<file path="src/sv/assert_macros.svh">
// ----------------------------------------------------------------------------
// assert_macros.svh
// Assertion macros shared by the RTL; compiled out with NO_ASSERTIONS.
// ----------------------------------------------------------------------------
`ifndef ASSERT_MACROS_SVH
`define ASSERT_MACROS_SVH
`ifndef NO_ASSERTIONS
// Same-cycle implication, sampled on clk, off during reset.
`define ASSERT_IMPLIES(lbl, ante, cons, msg) \
  lbl: assert property (@(posedge clk) disable iff (!rst_n) (ante) |-> (cons)) \
    else $error(msg);
// Next-cycle implication, sampled on clk, off during reset.
`define ASSERT_NEXT(lbl, ante, cons, msg) \
  lbl: assert property (@(posedge clk) disable iff (!rst_n) (ante) |=> (cons)) \
    else $error(msg);
`else
`define ASSERT_IMPLIES(lbl, ante, cons, msg)
`define ASSERT_NEXT(lbl, ante, cons, msg)
`endif
`endif

</file>
<file path="src/sv/fcce_pkg.sv">
// ----------------------------------------------------------------------------
// fcce_pkg
// Types, codes and helpers for the FAT12 cluster chain engine.
// ----------------------------------------------------------------------------
package fcce_pkg;

  typedef logic [11:0] cluster_t;
  typedef logic [12:0] byte_off_t;
  typedef logic [7:0]  byte_t;

  localparam int unsigned TABLE_BYTES = 6144;

  localparam logic [1:0] FUNC_LOAD  = 2'd0;
  localparam logic [1:0] FUNC_READ  = 2'd1;
  localparam logic [1:0] FUNC_WALK  = 2'd2;
  localparam logic [1:0] FUNC_ALLOC = 2'd3;

  localparam logic CFG_DATA_BASE     = 1'b0;
  localparam logic CFG_CLUSTER_BYTES = 1'b1;

  localparam cluster_t END_MARK = 12'hFF8;
  localparam cluster_t BAD_MARK = 12'hFF7;

  localparam logic [23:0] DATA_BASE_RST     = 24'd16896;
  localparam logic [19:0] CLUSTER_BYTES_RST = 20'd512;

  // Byte offset of entry n: n * 3 / 2.
  function automatic byte_off_t entry_off(input cluster_t n);
    entry_off = {1'b0, n} + {2'b00, n[11:1]};
  endfunction

  // Unpack a 12-bit entry from its little-endian byte pair.
  function automatic cluster_t unpack(input byte_t lo, input byte_t hi, input logic odd);
    unpack = odd ? {hi, lo[7:4]} : {hi[3:0], lo};
  endfunction

endpackage

</file>
<file path="src/sv/fcce_addr_unit.sv">
// ----------------------------------------------------------------------------
// fcce_addr_unit
// Data byte address of a cluster: data_base + (cluster - 2) * cluster_bytes.
// ----------------------------------------------------------------------------
module fcce_addr_unit (
  input  logic              clk,
  input  fcce_pkg::cluster_t cluster,
  input  logic [23:0]       data_base,
  input  logic [19:0]       cluster_bytes,
  output logic [31:0]       byte_address
);

  logic signed [12:0] rel;
  logic signed [20:0] cb_s;
  logic signed [33:0] prod;
  logic [31:0]        prod_r;

  // Reserved clusters go negative and wrap modulo 2^32.
  assign rel  = $signed({1'b0, cluster}) - 13'sd2;
  assign cb_s = $signed({1'b0, cluster_bytes});
  assign prod = rel * cb_s;

  always_ff @(posedge clk) begin
    prod_r <= prod[31:0];
  end

  assign byte_address = {8'h00, data_base} + prod_r;

endmodule

</file>
<file path="config.mk">
export PLATFORM = sky130hd
export DESIGN_NAME = fcce_addr_unit
export DESIGN_NICKNAME = d
export VERILOG_FILES = /design/src/sv/assert_macros.svh /design/src/sv/fcce_pkg.sv /design/src/sv/fcce_addr_unit.sv
export SDC_FILE = /design/constraint.sdc
export NUM_CORES = 1
export LEC_CHECK = 0
export ABC_AREA = 1
export BUFFER_PORTS_ARGS = -buffer_cell sky130_fd_sc_hd__buf_2
export CORE_MARGIN = 3
export CORE_UTILIZATION = 30
export CTS_CLUSTER_SIZE = 8
export DETAILED_ROUTE_END_ITERATION = 10
export PLACE_DENSITY = 0.54
export REMOVE_ABC_BUFFERS = 1
export SYNTH_ARGS = -nofsm -noshare
export SYNTH_HDL_FRONTEND = slang
export SYNTH_SLANG_ARGS = --single-unit
</file>
<file path="constraint.sdc">
create_clock -name clk -period 6.85 [get_ports clk]
set_input_delay 0.3425 -clock clk [delete_from_list [all_inputs] [get_ports clk]]
set_output_delay 0.3425 -clock clk [all_outputs]
set_load 0.01 [all_outputs]
</file>
==> impl_results.md <==
- Status: complete, no violations
- Synthesis Warnings: 0
- Max layer used: met4
- Crit share post-route: 0.878
- Reg with most FFs: prod_r
- GR Overflow Total: 0
- CTS sink cnt: 32
- Largest net degree at the start of global routing: 21
- Die Width: between 200 and 250 µm
- Post-CTS Resized: 0
- Wire length on met1: 15.5 mm
- Mean post-synth cell area: roughly 7 µm²
- Die Area: 42300 µm²
- Vias: 10500
- Clock Tree Root: clkbuf_16
- Core ar.: 39000 µm²
- Clock tree buffer depth: 2
- Minimum clock period: 6.01 ns
- First-pass GRT wire length: 54.9 mm
- Post-CTS Repair Setup Buffers: 0
- Placed cells: 2288
- Clk slew on worst S/H paths: 0.06 ns
- Slew Viols, Final: 0
- RSZ-0062 raised after global routing: false
- CP arrival: ~6.2 ns
- Gpl congestion: 0.921
- Dpl cell area: 12900 µm²
- Max reg flops: 32
- # IOs: 89
- Seq/Total Area, Yosys: 0.0536
- Met2 wire len: roughly 17 mm
- Layout area overhead: 9.36%
- Dpl hpwl: 31.0 mm
- Initial DRT Pass Iterations: 5
- Antenna violations before repair: 0
- Antenna Nets Post-Route: 0
- Design Area, Final: around 13000 µm²
- Total global routing track utilization: 0.165
- Cell Count, Final, Fillers Out: 2296
- Final nets: 2158
- Post-synth EDFFs: 0
- Routed WL per cell: 15.1 µm
- Fraction of layout cells with a size suffix above 1: 0.0838
- CP Class: in -> reg
- CP Capture Point: prod_r[30]
- # DRC: 0
- H-tree depth: 2
- Async S/R FF share, synth: 0
- Worst Path Required: 7.02 ns
- Worst hold path type: in -> reg
- DR vias/cell: 4.56
- Worst setup margin: 0.836 ns
- Fmax: 0.166 GHz
- Critical Path Fanout Max: 19
- Final setup TNS: 0 ns
- Initial Util: 0.306
- Post-Syn Area: 12000 µm²
- Met3 wire len: 1.64 mm
- Worst-margin pin slew: around 0.41 ns
- Top_reg_cell synth: dfxtp_1
- Cells after Synth: between 1500 and 2000
- CTS tree: yes
- Pre-CTS setup slack: 0.548 ns
- Biggest regs: prod_r: 32 flops
- Crit end category: flip-flop
- Die H: 206 µm
- Final setup viols: 0
- Diode count: 0
- Flops & latches, synth: 32
- CP Launch Point: cluster[1]
- Vias in the first global route: 10500
- Crit path largest cell delay: 0.51 ns
- PortBufs: 88
- DRT iter0 DRCs: a little over 600
- DRT Wirelength: approximately 35 mm
- Hold Vio Cnt, Final: 0
- Slew headroom: 0.727
- Maxcap violations: 0
- CTS hold repair buffers: 0
- TritonCTS Buffers: 5
- Rows: 72
- Slowest-stage cell, CP: fa_1
- Netlist cell types: 39
- Worst setup SP type: primary input
==> placed cells by master, fill, tap and decap left out, types with 6 or more instances in the layout <==
master and instances:
nor2_2 19, a21oi_1 40, nand2_1 522, nand3_1 60
xor2_1 33, nor2_1 152, nand4_1 18, inv_1 400
fa_1 199, and2_1 7, o21bai_1 9, buf_4 6
buf_2 88, dfxtp_1 32, ha_1 125, o21ai_0 13
==> per-stage QoR <==
| stage | hold slack, ns | utilization |
|---|---|---|
| after floorplan | 0.436 | - |
| after global placement | 0.687 | 0.331 |
| after detailed placement | 0.690 | 0.331 |
| after CTS | 0.402 | 0.335 |
| after global routing | 0.412 | 0.335 |
| final | 0.395 | 0.335 |
==> worst min path at each step <==
| stage | cells after the start | from | slack (ns) | to |
|---|---|---|---|---|
| after global placement | 3 | cluster_bytes[0] | 0.69 | prod_r[0] |
| after detailed placement | 3 | cluster_bytes[0] | 0.69 | prod_r[0] |
| after CTS | 3 | cluster_bytes[0] | 0.40 | prod_r[0] |
| after global routing | 3 | cluster_bytes[0] | 0.41 | prod_r[0] |
| final | 3 | cluster_bytes[0] | 0.39 | prod_r[0] |
| after floorplan | 2 | cluster[0] | 0.44 | prod_r[0] |
==> worst max-delay path: cells and delay by family <==
family,cells,cell delay (ns)
fa+ha+maj,8,3.50
buf+inv,9,0.88
simple gates,11,1.21
compound gates,1,0.24
==> per-layer routing <==
metal,GRT usage,vias up
li1,-,5150
met1,0.218,5002
met2,0.288,273
met3,0.0202,36
met4,0.0349,0
met5,0,-
==> cells by family after synthesis <==
family | synth area share
AOI/OAI and AO/OA | 0.0311
DFF | 0.0536
buffers and inverters | 0.145
xor gates and xnor gates | 0.0256
adders and majority gates | 0.464
and+or+nand+nor | 0.280
==> Yosys cell counts (2+ instances only) <==
master	instances	area, µm²
a21oi_1	40	200
o21ai_0	13	65.1
buf_6	5	56.3
nand4_1	18	113
inv_4	3	18.8
o21a_1	3	22.5
fa_1	199	3980
nor3_2	3	30.0
o21bai_1	9	67.6
buf_4	2	15.0
nand3_1	60	300
and3_1	3	18.8
nand3_2	2	20.0
inv_2	5	18.8
nand2_1	522	1960
nand2_4	4	45.0
ha_1	125	1560
inv_1	400	1500
nor3_1	4	20.0
xor2_1	33	289
dfxtp_1	32	641
nor2_1	152	571
xnor2_1	2	17.5
nand2_2	5	31.3
clkinv_1	4	15.0
and2_1	7	43.8
nor2_2	19	119
clkbuf_1	23	86.3
==> cell type report <==
class | count | area (µm²)
Timing Repair Buffer | 94 | 485
Clock buffer | 5 | 125
Clock inverter | 3 | 42.5
Tap cell | 518 | 648
Sequential cell | 32 | 641
Inverter | 412 | 1550
Fill cell | 4229 | 25900
Multi-Input combinational cell | 1232 | 9580
Power is not shown: default switching activity piles up to over one toggle a cycle in this logic, so the estimate is an artifact.
